### config.mk
export PLATFORM = sky130hd
export DESIGN_NAME = aging_address_conflict_table_core
export DESIGN_NICKNAME = d
export VERILOG_FILES = /design/src/design/aact_pkg.sv /design/src/design/aact_cell.sv /design/src/design/aging_address_conflict_table_core.sv
export VERILOG_INCLUDE_DIRS = /design/src /design/src/design
export SDC_FILE = /design/constraint.sdc
export NUM_CORES = 2
export LEC_CHECK = 0
export ABC_AREA = 0
export BUFFER_PORTS_ARGS = -buffer_cell sky130_fd_sc_hd__buf_2
export CELL_PAD_IN_SITES_DETAIL_PLACEMENT = 1
export CELL_PAD_IN_SITES_GLOBAL_PLACEMENT = 2
export CORE_MARGIN = 2
export CORE_UTILIZATION = 40
export CTS_BUF_LIST = sky130_fd_sc_hd__clkbuf_4
export DETAILED_ROUTE_END_ITERATION = 8
export HOLD_SLACK_MARGIN = 0.08
export PLACE_DENSITY = 0.76
export SLEW_MARGIN = 25
export SYNTH_ARGS = -nofsm -noshare
export SYNTH_HDL_FRONTEND = slang
export SYNTH_SLANG_ARGS = --single-unit
export TNS_END_PERCENT = 1
### constraint.sdc
create_clock -name clk_i -period 6.23 [get_ports clk_i]
set_input_delay 0 -clock clk_i [delete_from_list [all_inputs] [get_ports clk_i]]
set_output_delay 0 -clock clk_i [all_outputs]
set_load 0.05 [all_outputs]
### src/design/aging_address_conflict_table_core_macros.svh
// Assertion macros for the aging address conflict table core.
// Included by the top level; no other dependencies.
`ifndef AGING_ADDRESS_CONFLICT_TABLE_CORE_MACROS_SVH
`define AGING_ADDRESS_CONFLICT_TABLE_CORE_MACROS_SVH

`ifndef SYNTH

// same-cycle implication, checked outside reset
`define AACT_ASSERT_IMPLY(label, clk, rst_n, ante, cons) \
  label: assert property (@(posedge clk) disable iff (!rst_n) (ante) |-> (cons)) \
    else $error("assertion failed");

// next-cycle implication, checked outside reset
`define AACT_ASSERT_NEXT(label, clk, rst_n, ante, cons) \
  label: assert property (@(posedge clk) disable iff (!rst_n) (ante) |=> (cons)) \
    else $error("assertion failed");

`else

`define AACT_ASSERT_IMPLY(label, clk, rst_n, ante, cons)
`define AACT_ASSERT_NEXT(label, clk, rst_n, ante, cons)

`endif

`endif

### src/design/aact_pkg.sv
// Shared types and codes for the aging address conflict table.
// No dependencies; used by the cell and the top level.
package aact_pkg;

  // operation kinds carried by an input word
  localparam logic [1:0] KIND_LOOKUP = 2'd0;
  localparam logic [1:0] KIND_ADD    = 2'd1;
  localparam logic [1:0] KIND_TICK   = 2'd2;

  localparam logic [15:0] TIMEOUT_RESET = 16'd1000;

  // content of one table entry as it moves along the row
  typedef struct packed {
    logic        valid;
    logic [31:0] addr;
    logic [15:0] port;
    logic [15:0] ticks;
  } cell_t;

  // operation broadcast to every cell
  typedef struct packed {
    logic        exec;
    logic [1:0]  kind;
    logic [31:0] addr;
    logic [15:0] port;
    logic [15:0] load;
  } cmd_t;

  // flags rippling from the oldest cell toward the newest
  typedef struct packed {
    logic hole;   // a free cell at or before this point
    logic match;  // a matching entry at or before this point
  } chain_t;

endpackage

### src/design/aact_cell.sv
// One table entry of the aging address conflict table.
// Depends on aact_pkg; instantiated in a row by the top level.
module aact_cell (
  input  logic            clk_i,
  input  logic            rst_ni,
  input  aact_pkg::cmd_t   cmd_i,
  input  aact_pkg::chain_t chain_i,
  output aact_pkg::chain_t chain_o,
  input  aact_pkg::cell_t  right_i,
  output aact_pkg::cell_t  cell_o
);
  import aact_pkg::*;

  logic        valid_q, valid_d;
  logic [31:0] addr_q, addr_d;
  logic [15:0] port_q, port_d;
  logic [15:0] ticks_q, ticks_d;
  logic        hit;

  // match and ripple flags
  always_comb begin
    hit           = valid_q && (addr_q == cmd_i.addr) && (port_q == cmd_i.port);
    chain_o.hole  = chain_i.hole | ~valid_q;
    chain_o.match = chain_i.match | hit;
  end

  assign cell_o = '{valid: valid_q, addr: addr_q, port: port_q, ticks: ticks_q};

  // next state: operation when executing, otherwise close gaps by pulling from the right
  always_comb begin
    valid_d = valid_q;
    addr_d  = addr_q;
    port_d  = port_q;
    ticks_d = ticks_q;
    if (!cmd_i.exec) begin
      if (chain_o.hole) begin
        valid_d = right_i.valid;
        addr_d  = right_i.addr;
        port_d  = right_i.port;
        ticks_d = right_i.ticks;
      end
    end else begin
      case (cmd_i.kind)
        KIND_LOOKUP: begin
          // only the oldest match is refreshed
          if (hit && !chain_i.match) ticks_d = cmd_i.load;
        end
        KIND_ADD: begin
          // row is packed, so the first free cell follows all valid ones
          if (!valid_q && !chain_i.hole) begin
            valid_d = 1'b1;
            addr_d  = cmd_i.addr;
            port_d  = cmd_i.port;
            ticks_d = cmd_i.load;
          end
        end
        KIND_TICK: begin
          if (valid_q) begin
            if (ticks_q <= 16'd1) valid_d = 1'b0;
            else ticks_d = ticks_q - 16'd1;
          end
        end
        default: ;
      endcase
    end
  end

  always_ff @(posedge clk_i or negedge rst_ni) begin
    if (!rst_ni) valid_q <= 1'b0;
    else valid_q <= valid_d;
  end

  always_ff @(posedge clk_i) begin
    addr_q  <= addr_d;
    port_q  <= port_d;
    ticks_q <= ticks_d;
  end

endmodule

### src/design/aging_address_conflict_table_core.sv
// Aging address conflict table: a row of entry cells kept packed in add order.
// Includes aging_address_conflict_table_core_macros.svh; depends on aact_pkg, aact_cell.
//
// Usage:
//   Input channel (in_valid_i/in_ready_o) carries one word: kind_i, peer_address_i,
//   peer_port_i. Kind lookup and add each give one result word on the output
//   channel (out_valid_o/out_ready_i, success_o); a tick and the unused kind give none.
//   A word is taken into an operation register, applied to all cells from there,
//   and its result lands in the output register; no new word is taken while one
//   waits in the operation register. After a tick that frees entries, the row
//   closes its gaps by one position per cycle, and in_ready_o stays low meanwhile.
//   Oldest entries sit in cell 0, so the oldest match wins a lookup by position.
//   cfg_we_i writes timeout_ticks at once; write it only while the block is idle.
//   Reset empties the table and sets timeout_ticks to 1000.
//   A stalled receiver holds the result; ticks and the unused kind still go through,
//   and the next lookup or add waits in the operation register until it is taken.
`include "aging_address_conflict_table_core_macros.svh"

module aging_address_conflict_table_core #(
  parameter int TABLE_DEPTH = 16
) (
  input  logic        clk_i,
  input  logic        rst_ni,
  input  logic        cfg_we_i,
  input  logic [15:0] cfg_wdata_i,
  input  logic        in_valid_i,
  output logic        in_ready_o,
  input  logic [1:0]  kind_i,
  input  logic [31:0] peer_address_i,
  input  logic [15:0] peer_port_i,
  output logic        out_valid_o,
  input  logic        out_ready_i,
  output logic        success_o
);
  import aact_pkg::*;

  logic [15:0] timeout_q;
  logic        op_valid_q;
  logic [1:0]  op_kind_q;
  logic [31:0] op_addr_q;
  logic [15:0] op_port_q;
  logic        out_valid_q;
  logic        success_q;

  logic        accept;
  logic        exec;
  logic        gives_result;
  logic        need_compact;
  cmd_t        cmd;
  chain_t      chain [TABLE_DEPTH+1];
  cell_t       cells [TABLE_DEPTH+1];
  logic [TABLE_DEPTH-1:0] valid_vec;

  // timeout register
  always_ff @(posedge clk_i or negedge rst_ni) begin
    if (!rst_ni) timeout_q <= TIMEOUT_RESET;
    else if (cfg_we_i) timeout_q <= cfg_wdata_i;
  end

  // gap detection: a free cell followed by a valid one
  always_comb begin
    need_compact = 1'b0;
    for (int i = 0; i < TABLE_DEPTH - 1; i++) begin
      need_compact = need_compact | (chain[i+1].hole & cells[i+1].valid);
    end
  end

  assign in_ready_o   = !op_valid_q && !need_compact;
  assign accept       = in_valid_i && in_ready_o;
  assign gives_result = (op_kind_q == KIND_LOOKUP) || (op_kind_q == KIND_ADD);
  assign exec         = op_valid_q && (!gives_result || !out_valid_q || out_ready_i);

  // operation register
  always_ff @(posedge clk_i or negedge rst_ni) begin
    if (!rst_ni) op_valid_q <= 1'b0;
    else if (accept) op_valid_q <= 1'b1;
    else if (exec) op_valid_q <= 1'b0;
  end

  always_ff @(posedge clk_i) begin
    if (accept) begin
      op_kind_q <= kind_i;
      op_addr_q <= peer_address_i;
      op_port_q <= peer_port_i;
    end
  end

  // broadcast to the row
  always_comb begin
    cmd.exec = exec;
    cmd.kind = op_kind_q;
    cmd.addr = op_addr_q;
    cmd.port = op_port_q;
    cmd.load = (timeout_q == 16'd0) ? 16'd1 : timeout_q;
  end

  assign chain[0] = '{hole: 1'b0, match: 1'b0};
  assign cells[TABLE_DEPTH] = '0;

  // row of cells, oldest first
  for (genvar g = 0; g < TABLE_DEPTH; g++) begin : g_cell
    aact_cell u_cell (
      .clk_i   (clk_i),
      .rst_ni  (rst_ni),
      .cmd_i   (cmd),
      .chain_i (chain[g]),
      .chain_o (chain[g+1]),
      .right_i (cells[g+1]),
      .cell_o  (cells[g])
    );
    assign valid_vec[g] = cells[g].valid;
  end

  // output register
  always_ff @(posedge clk_i or negedge rst_ni) begin
    if (!rst_ni) out_valid_q <= 1'b0;
    else if (exec && gives_result) out_valid_q <= 1'b1;
    else if (out_ready_i) out_valid_q <= 1'b0;
  end

  always_ff @(posedge clk_i) begin
    if (exec && gives_result) begin
      success_q <= (op_kind_q == KIND_LOOKUP) ? chain[TABLE_DEPTH].match
                                              : chain[TABLE_DEPTH].hole;
    end
  end

  assign out_valid_o = out_valid_q;
  assign success_o   = success_q;

  // checks
  `AACT_ASSERT_NEXT(a_result_follows, clk_i, rst_ni, exec && gives_result, out_valid_q)
  `AACT_ASSERT_NEXT(a_add_grows, clk_i, rst_ni,
    exec && (op_kind_q == KIND_ADD) && chain[TABLE_DEPTH].hole,
    $countones(valid_vec) == $past($countones(valid_vec)) + 1)
  `AACT_ASSERT_NEXT(a_tick_shrinks, clk_i, rst_ni, exec && (op_kind_q == KIND_TICK),
    $countones(valid_vec) <= $past($countones(valid_vec)))
  `AACT_ASSERT_NEXT(a_compact_keeps, clk_i, rst_ni, need_compact && !exec,
    $countones(valid_vec) == $past($countones(valid_vec)))

endmodule
Yosys cells after proc, flatten, opt, wreduce, memory -nomap -nowiden. Cells that the tools add are included.

Reduce and logical (&&, ||, !) cells: 183. Mux-type cells: 340. Bitwise operators: 75. Add/sub/neg operators: 16. Order comparisons: 16. Eq/ne operators: 117.

Operators with widths (number): 16-bit two-way mux (160); 32-bit two-way mux (64); 16-bit one-hot mux with 3 select lines (16); 32-bit == test (16); 16-bit == test (16); 16-bit by 1-bit <= comparator with 1-bit output (second input constant) (16); 16-bit by 1-bit subtractor with 16-bit output (second input constant) (16); 3-bit by 2-bit inequality test with 1-bit output (second input constant) (47); 6-bit AND reduction (16); 3-bit AND reduction (31); 1-bit two-way mux (84); 1-bit logical AND (66); 1-bit zero test (48); 3-bit inequality test (second input constant) (16); 1-bit OR (44); 2-bit nonzero test (17); 2-bit by 1-bit inequality test with 1-bit output (second input constant) (16); 1-bit one-hot mux with 2 select lines (16); 16-bit zero test (1); 1-bit inverter (16); 1-bit AND (15); 2-bit inequality test (second input constant) (2); 4-bit by 1-bit inequality test with 1-bit output (second input constant) (1); 1-bit logical OR (3); 4 further kinds (4).

Register bits after elaboration: 1109. Input bits: 71. Output and inout port bits: 3.

Logic depth before layout (Yosys ltp).
Word-level depth: 22. Depth in mapped cells: 12.

Modules after synthesis. Synthesis repeated with hierarchy kept, for this count alone.

Cell total of the unflattened synthesis: 5188. Area, all modules: 63729.9 sq um.

By module, submodules not included: aact_cell (g_cell[0].u_cell ...) (cells an instance 315, area an instance 3822.4 sq um, instances 11, sequential area each 1946.9 sq um); aact_cell (g_cell[7].u_cell ...) (cells an instance 318, area an instance 3814.9 sq um, instances 2, sequential area each 1946.9 sq um); aact_cell (g_cell[9].u_cell) (cells an instance 324, area an instance 3907.5 sq um, instances 1, sequential area each 1946.9 sq um); aact_cell (g_cell[6].u_cell) (cells an instance 323, area an instance 3891.2 sq um, instances 1, sequential area each 1946.9 sq um); aact_cell (g_cell[12].u_cell) (cells an instance 314, area an instance 3824.9 sq um, instances 1, sequential area each 1946.9 sq um); aging_address_conflict_table_core (cells an instance 126, area an instance 2429.8 sq um, instances 1, sequential area each 1989.4 sq um).

Worst setup path after synthesis. Ideal clock, no wire load.

Path kind: reg2reg. Start point: register op_kind_q[1]. End point: register g_cell[3].u_cell.addr_q[0] (enable). Setup slack: 460 ps. Data arrival time: 5243 ps. Stages on the path, launching flop included: 11. Data required time: 5703 ps. Buffers on the path: 5. Setup time: 527 ps. Path through: edfxtp_1 inv_1 ha_1 buf_2 nor2_1 o21a_1 clkbuf_1 buf_2 clkbuf_1 clkbuf_1 a21boi_0.

Cells in the longest elaborated chain, start to end: 8. Elaborated cells between the ends (all ways): 11. Classes of those cells: 3 x eq/ne; 8 x reduce/logical.

RTL lines: start, declared (RTL line aging_address_conflict_table_core.sv:39) `logic [1:0] op_kind_q;`; start signal, assigned (RTL line aging_address_conflict_table_core.sv:82) `op_kind_q <= kind_i;`; 2-bit by 1-bit == test with 1-bit output or 2-bit zero test (tied branches) (RTL line aact_cell.sv:43, aging_address_conflict_table_core.sv:70); 1-bit logical OR (RTL line aging_address_conflict_table_core.sv:70) `assign gives_result = (op_kind_q == KIND_LOOKUP) || (op_kind_q == KIND_ADD);`; 1-bit zero test (RTL line aging_address_conflict_table_core.sv:71) `assign exec = op_valid_q && (!gives_result || !out_valid_q || out_ready_i);`; 1-bit logical OR (2 in a row) (RTL line aging_address_conflict_table_core.sv:71); 1-bit logical AND (RTL line aging_address_conflict_table_core.sv:71); 2-bit by 1-bit inequality test with 1-bit output (no source line) or 2-bit nonzero test (tied branches); 3-bit AND reduction (no source line) *; end signal, assigned (RTL line aact_cell.sv:74) `addr_q <= addr_d;`; end, declared (RTL line aact_cell.sv:15) `logic [31:0] addr_q, addr_d;`.

Mark *: on every way between the ends. The rest lies on a longest branch, timed or not. A chain may end at the register's enable or synchronous reset.

Worst setup path after layout.
Start point: register g_cell[3].u_cell.valid_q. End point: register op_port_q[15] (enable).

Cells in the longest elaborated chain, start to end: 18. Elaborated cells between the ends (all ways): 42. Classes of those cells: 39 x bitwise; 3 x reduce/logical.

RTL lines: start, declared (RTL line aact_cell.sv:14) `logic valid_q, valid_d;`; start signal, assigned (RTL line aact_cell.sv:70) `else valid_q <= valid_d;`; 1-bit inverter (RTL line aact_cell.sv:23) `chain_o.hole = chain_i.hole | ~valid_q;`; 1-bit OR (RTL line aact_cell.sv:23); 1-bit AND or 1-bit OR (tied branches) (RTL line aging_address_conflict_table_core.sv:64, aact_cell.sv:23); 1-bit OR (tied with other cells) (10 in a row) (RTL line aging_address_conflict_table_core.sv:64) `need_compact = need_compact | (chain[i+1].hole & cells[i+1].valid);`; 1-bit OR or 1-bit AND (tied branches) (RTL line aging_address_conflict_table_core.sv:64); 1-bit OR * (RTL line aging_address_conflict_table_core.sv:64); 1-bit zero test * (RTL line aging_address_conflict_table_core.sv:68) `assign in_ready_o = !op_valid_q && !need_compact;`; 1-bit logical AND * (RTL line aging_address_conflict_table_core.sv:68); 1-bit logical AND * (RTL line aging_address_conflict_table_core.sv:69) `assign accept = in_valid_i && in_ready_o;`; named net accept (RTL line aging_address_conflict_table_core.sv:45) `logic accept;`; end signal, assigned (RTL line aging_address_conflict_table_core.sv:84) `op_port_q <= peer_port_i;`; end, declared (RTL line aging_address_conflict_table_core.sv:41) `logic [15:0] op_port_q;`.

The timed path passes the listed nets; every way through them passes the cells marked *.

==> flow_metrics.tcl <==
set metrics [dict create \
    status "completed" \
    hold_violations 0 \
    synth_most_common_cell "nand2_1" \
    cts_root_buffer "clkbuf_4" \
    ioPinCount 74 \
    cp-start-kind "flop" \
    h-tree-depth 5 \
    cp-end-kind "flop" \
    port_buffers 73 \
    firstDrtPassIters 5 \
    grt_usage 0.306 \
    rsz0062_at_grt "false" \
    fin_crit_sh 0.825 \
    hold_end "op_port_q[0]$_DFFE_PP_" \
    p_leak_nw 29.2 \
    cts_buffers 334 \
    antenna_found_initial 3 \
    drtIter0Drc 4926 \
    final.setup.tns_ns 0 \
    regToRegSetupSlack_ns 1.09 \
    drtAntennaViolNets 0 \
    grt_pass1_vias 47455 \
    die_h_um 388 \
    hold_class "in2reg" \
    yosys.area.top_type "edfxtp_1" \
    setup_viol 0 \
    die_w_um 388 \
    gp_congestion 0.981 \
    fin_nets 6191 \
    grt_max_degree 204 \
    ys_types 73 \
    drc 0 \
    cts_tree "done" \
    arrival_ns 6.09 \
    fmax_mhz 194 \
    cp_max_fo 41 \
    crit_required_ns 7.18 \
    peakVddDrop_v 0.000287 \
    worst_pin_slew_ns 1.15 \
    clk_path_buf_depth 4 \
    yosys_warnings 0 \
    regToRegEndpoint "op_port_q[15]$_DFFE_PP_" \
    synthArstFlopShare 0.0307 \
    avgSynthCellArea_um2 10.3 \
    pwr_density_cell_nw_per_um2 493 \
    synth_area_um2 58800 \
    avgRoutedWirePerCell_um 28.2 \
    setup.worst_path.class "reg2reg" \
    cap_violations 0 \
    synth_edf_count 1075 \
    yosysSeqAreaShare 0.563 \
    row_count 140 \
    dp_cells 7458 \
    hold_depth 3 \
    slew_violations 0 \
    rr_worst_depth 7 \
    fin_cells 8229 \
    min-delay-start "peer_port_i[0]" \
    die_area_um2 150000 \
    layout_min_cycle_time_ns 5.14 \
    start_util 0.403 \
    drt-total-wl_um 232000 \
    clock_latency_ns 1.30 \
    max_slew_margin 0.231 \
    cts_post_setup_buffers_inserted 0 \
    synth_nets 5806 \
    syn2layout_area_growth_pct 14.6 \
    clk_pin_slew_ns 0.06 \
    synth_top_area_frac 0.549 \
    grt_pass1_wl_um 335000 \
    power_w 0.0332 \
    synth_area_leaders "edfxtp_1 (55%), nand2_1 (11%), xnor2_1 (7.3%)" \
    syn_inst 5700 \
    clkSinkCount 1109 \
    synthTopCellsByCount "nand2_1 (1678), edfxtp_1 (1075), xnor2_1 (492)" \
    timing.clock.skew_ns 0.115 \
    vias 46501 \
    synth_ff_type "edfxtp_1" \
    via_per_inst 5.65 \
    post_route_cells_drive_above_1_share 0.126 \
    cts-resized-gates 0 \
    grt.overflow.total 0 \
    dp_hpwl_um 166000 \
    coreArea_um2 146000 \
    regToRegStartpoint "g_cell[3].u_cell.valid_q$_DFFE_PN0P_" \
    synth_seq_cells 1109 \
]
-- registers in the layout, indices dropped and copies added (netlist names) --
name	count
op_port_q	16
op_kind_q	2
g_cell.u_cell.port_q	256
out_valid_o	1
op_addr_q	32
g_cell.u_cell.addr_q	512
success_o	1
g_cell.u_cell.valid_q	16
timeout_q	16
op_valid_q	1
g_cell.u_cell.ticks_q	256
-- power breakdown --
group	internal, W	switching, W
combinational	0.00385	0.00738
sequential	0.0123	0.00276
clock	0.00357	0.00336
total	0.0197	0.0135
-- cell families after synthesis --
logic type / Yosys count / synth area share
multiplexers: 19 / 0.00357
AO/OA/AOI/OAI: 711 / 0.0777
XOR/XNOR: 877 / 0.131
adder cells (fa/ha/maj): 35 / 0.00744
buffers and inverters: 507 / 0.0388
flip-flops: 1109 / 0.563
AND/OR/NAND/NOR: 2442 / 0.179
-- layout make-up --
type	instances	area, um^2
Fill cell	16175	78500
Sequential cell	1109	33100
Multi-Input combinational cell	4084	23700
Timing Repair Buffer	417	3660
Clock buffer	484	3630
Tap cell	1917	2400
Inverter	139	522
Clock inverter	70	298
Antenna cell	9	22.5
-- routing by layer --
layer | share of wire | vias to the layer above | global-route usage
li1 | - | 20745 | -
met1 | 0.44 | 23262 | 0.424
met2 | 0.44 | 1992 | 0.467
met3 | 0.068 | 502 | 0.0475
met4 | 0.051 | 0 | 0.149
met5 | 0 | - | 0
-- timing repair --
| item | CTS | global route |
|---|---|---|
| hold buffers | 204 | 0 |
| setup endpoints to repair | 0 | 0 |
| endpoints found under the hold margin | 279 | 0 |
-- how the worst max path moves through the flow --
stage	from	endpoint	cells after the start
6_report	g_cell[3].u_cell.valid_q$_DFFE_PN0P_	op_port_q[15]$_DFFE_PP_	7
5_1_grt	g_cell[3].u_cell.valid_q$_DFFE_PN0P_	op_port_q[15]$_DFFE_PP_	7
3_5_place_dp	g_cell[3].u_cell.valid_q$_DFFE_PN0P_	op_port_q[6]$_DFFE_PP_	7
3_3_place_gp	g_cell[3].u_cell.valid_q$_DFFE_PN0P_	op_port_q[6]$_DFFE_PP_	7
2_1_floorplan	op_kind_q[1]$_DFFE_PP_	g_cell[3].u_cell.addr_q[0]$_DFFE_PP_	10
4_1_cts	g_cell[3].u_cell.valid_q$_DFFE_PN0P_	in_ready_o	6
-- placed cells by master, fill, tap and decap left out, drive strengths merged, types with 10 or more instances in the layout --
cell type	count
dfrtp	28
nor2b	13
nand2b	52
or3	33
a211oi	69
a21o	95
xnor2	492
o221ai	24
o22ai	20
clkinv	63
o2111ai	14
nand2	1679
and3	10
nor4	151
mux2	16
or4	25
nor2	185
ha	35
o31ai	12
buf	214
inv	145
a21oi	192
a311oi	37
o211ai	10
nand4	126
dlygate4sd3	203
edfxtp	1075
nand3	45
o21ai	176
xor2	385
clkbuf	484
nor3	97
-- worst max-delay path, stage by stage (launching register included) --
cell	delay, ns
dfrtp_1	0.75
nand3_1	0.37
nor4_2	0.78
and2_1	0.48
o221ai_1	0.23
a21oi_1	0.79
and2_4	0.90
buf_4	0.41
-- through the flow --
step | utilization | cell area [um^2] | hold WS (ns) | setup WS (ns)
floorplan | - | 58800 | -0.296 | 0.460
finish | 0.462 | 67400 | 0.199 | 1.09
global placement | 0.420 | 61200 | 0.177 | 1.09
global route | 0.462 | 67400 | 0.105 | 1.00
detailed placement | 0.420 | 61300 | 0.179 | 1.11
CTS | 0.461 | 67300 | 0.0835 | 1.08
Note: power is estimated with default switching activity, not from simulation.
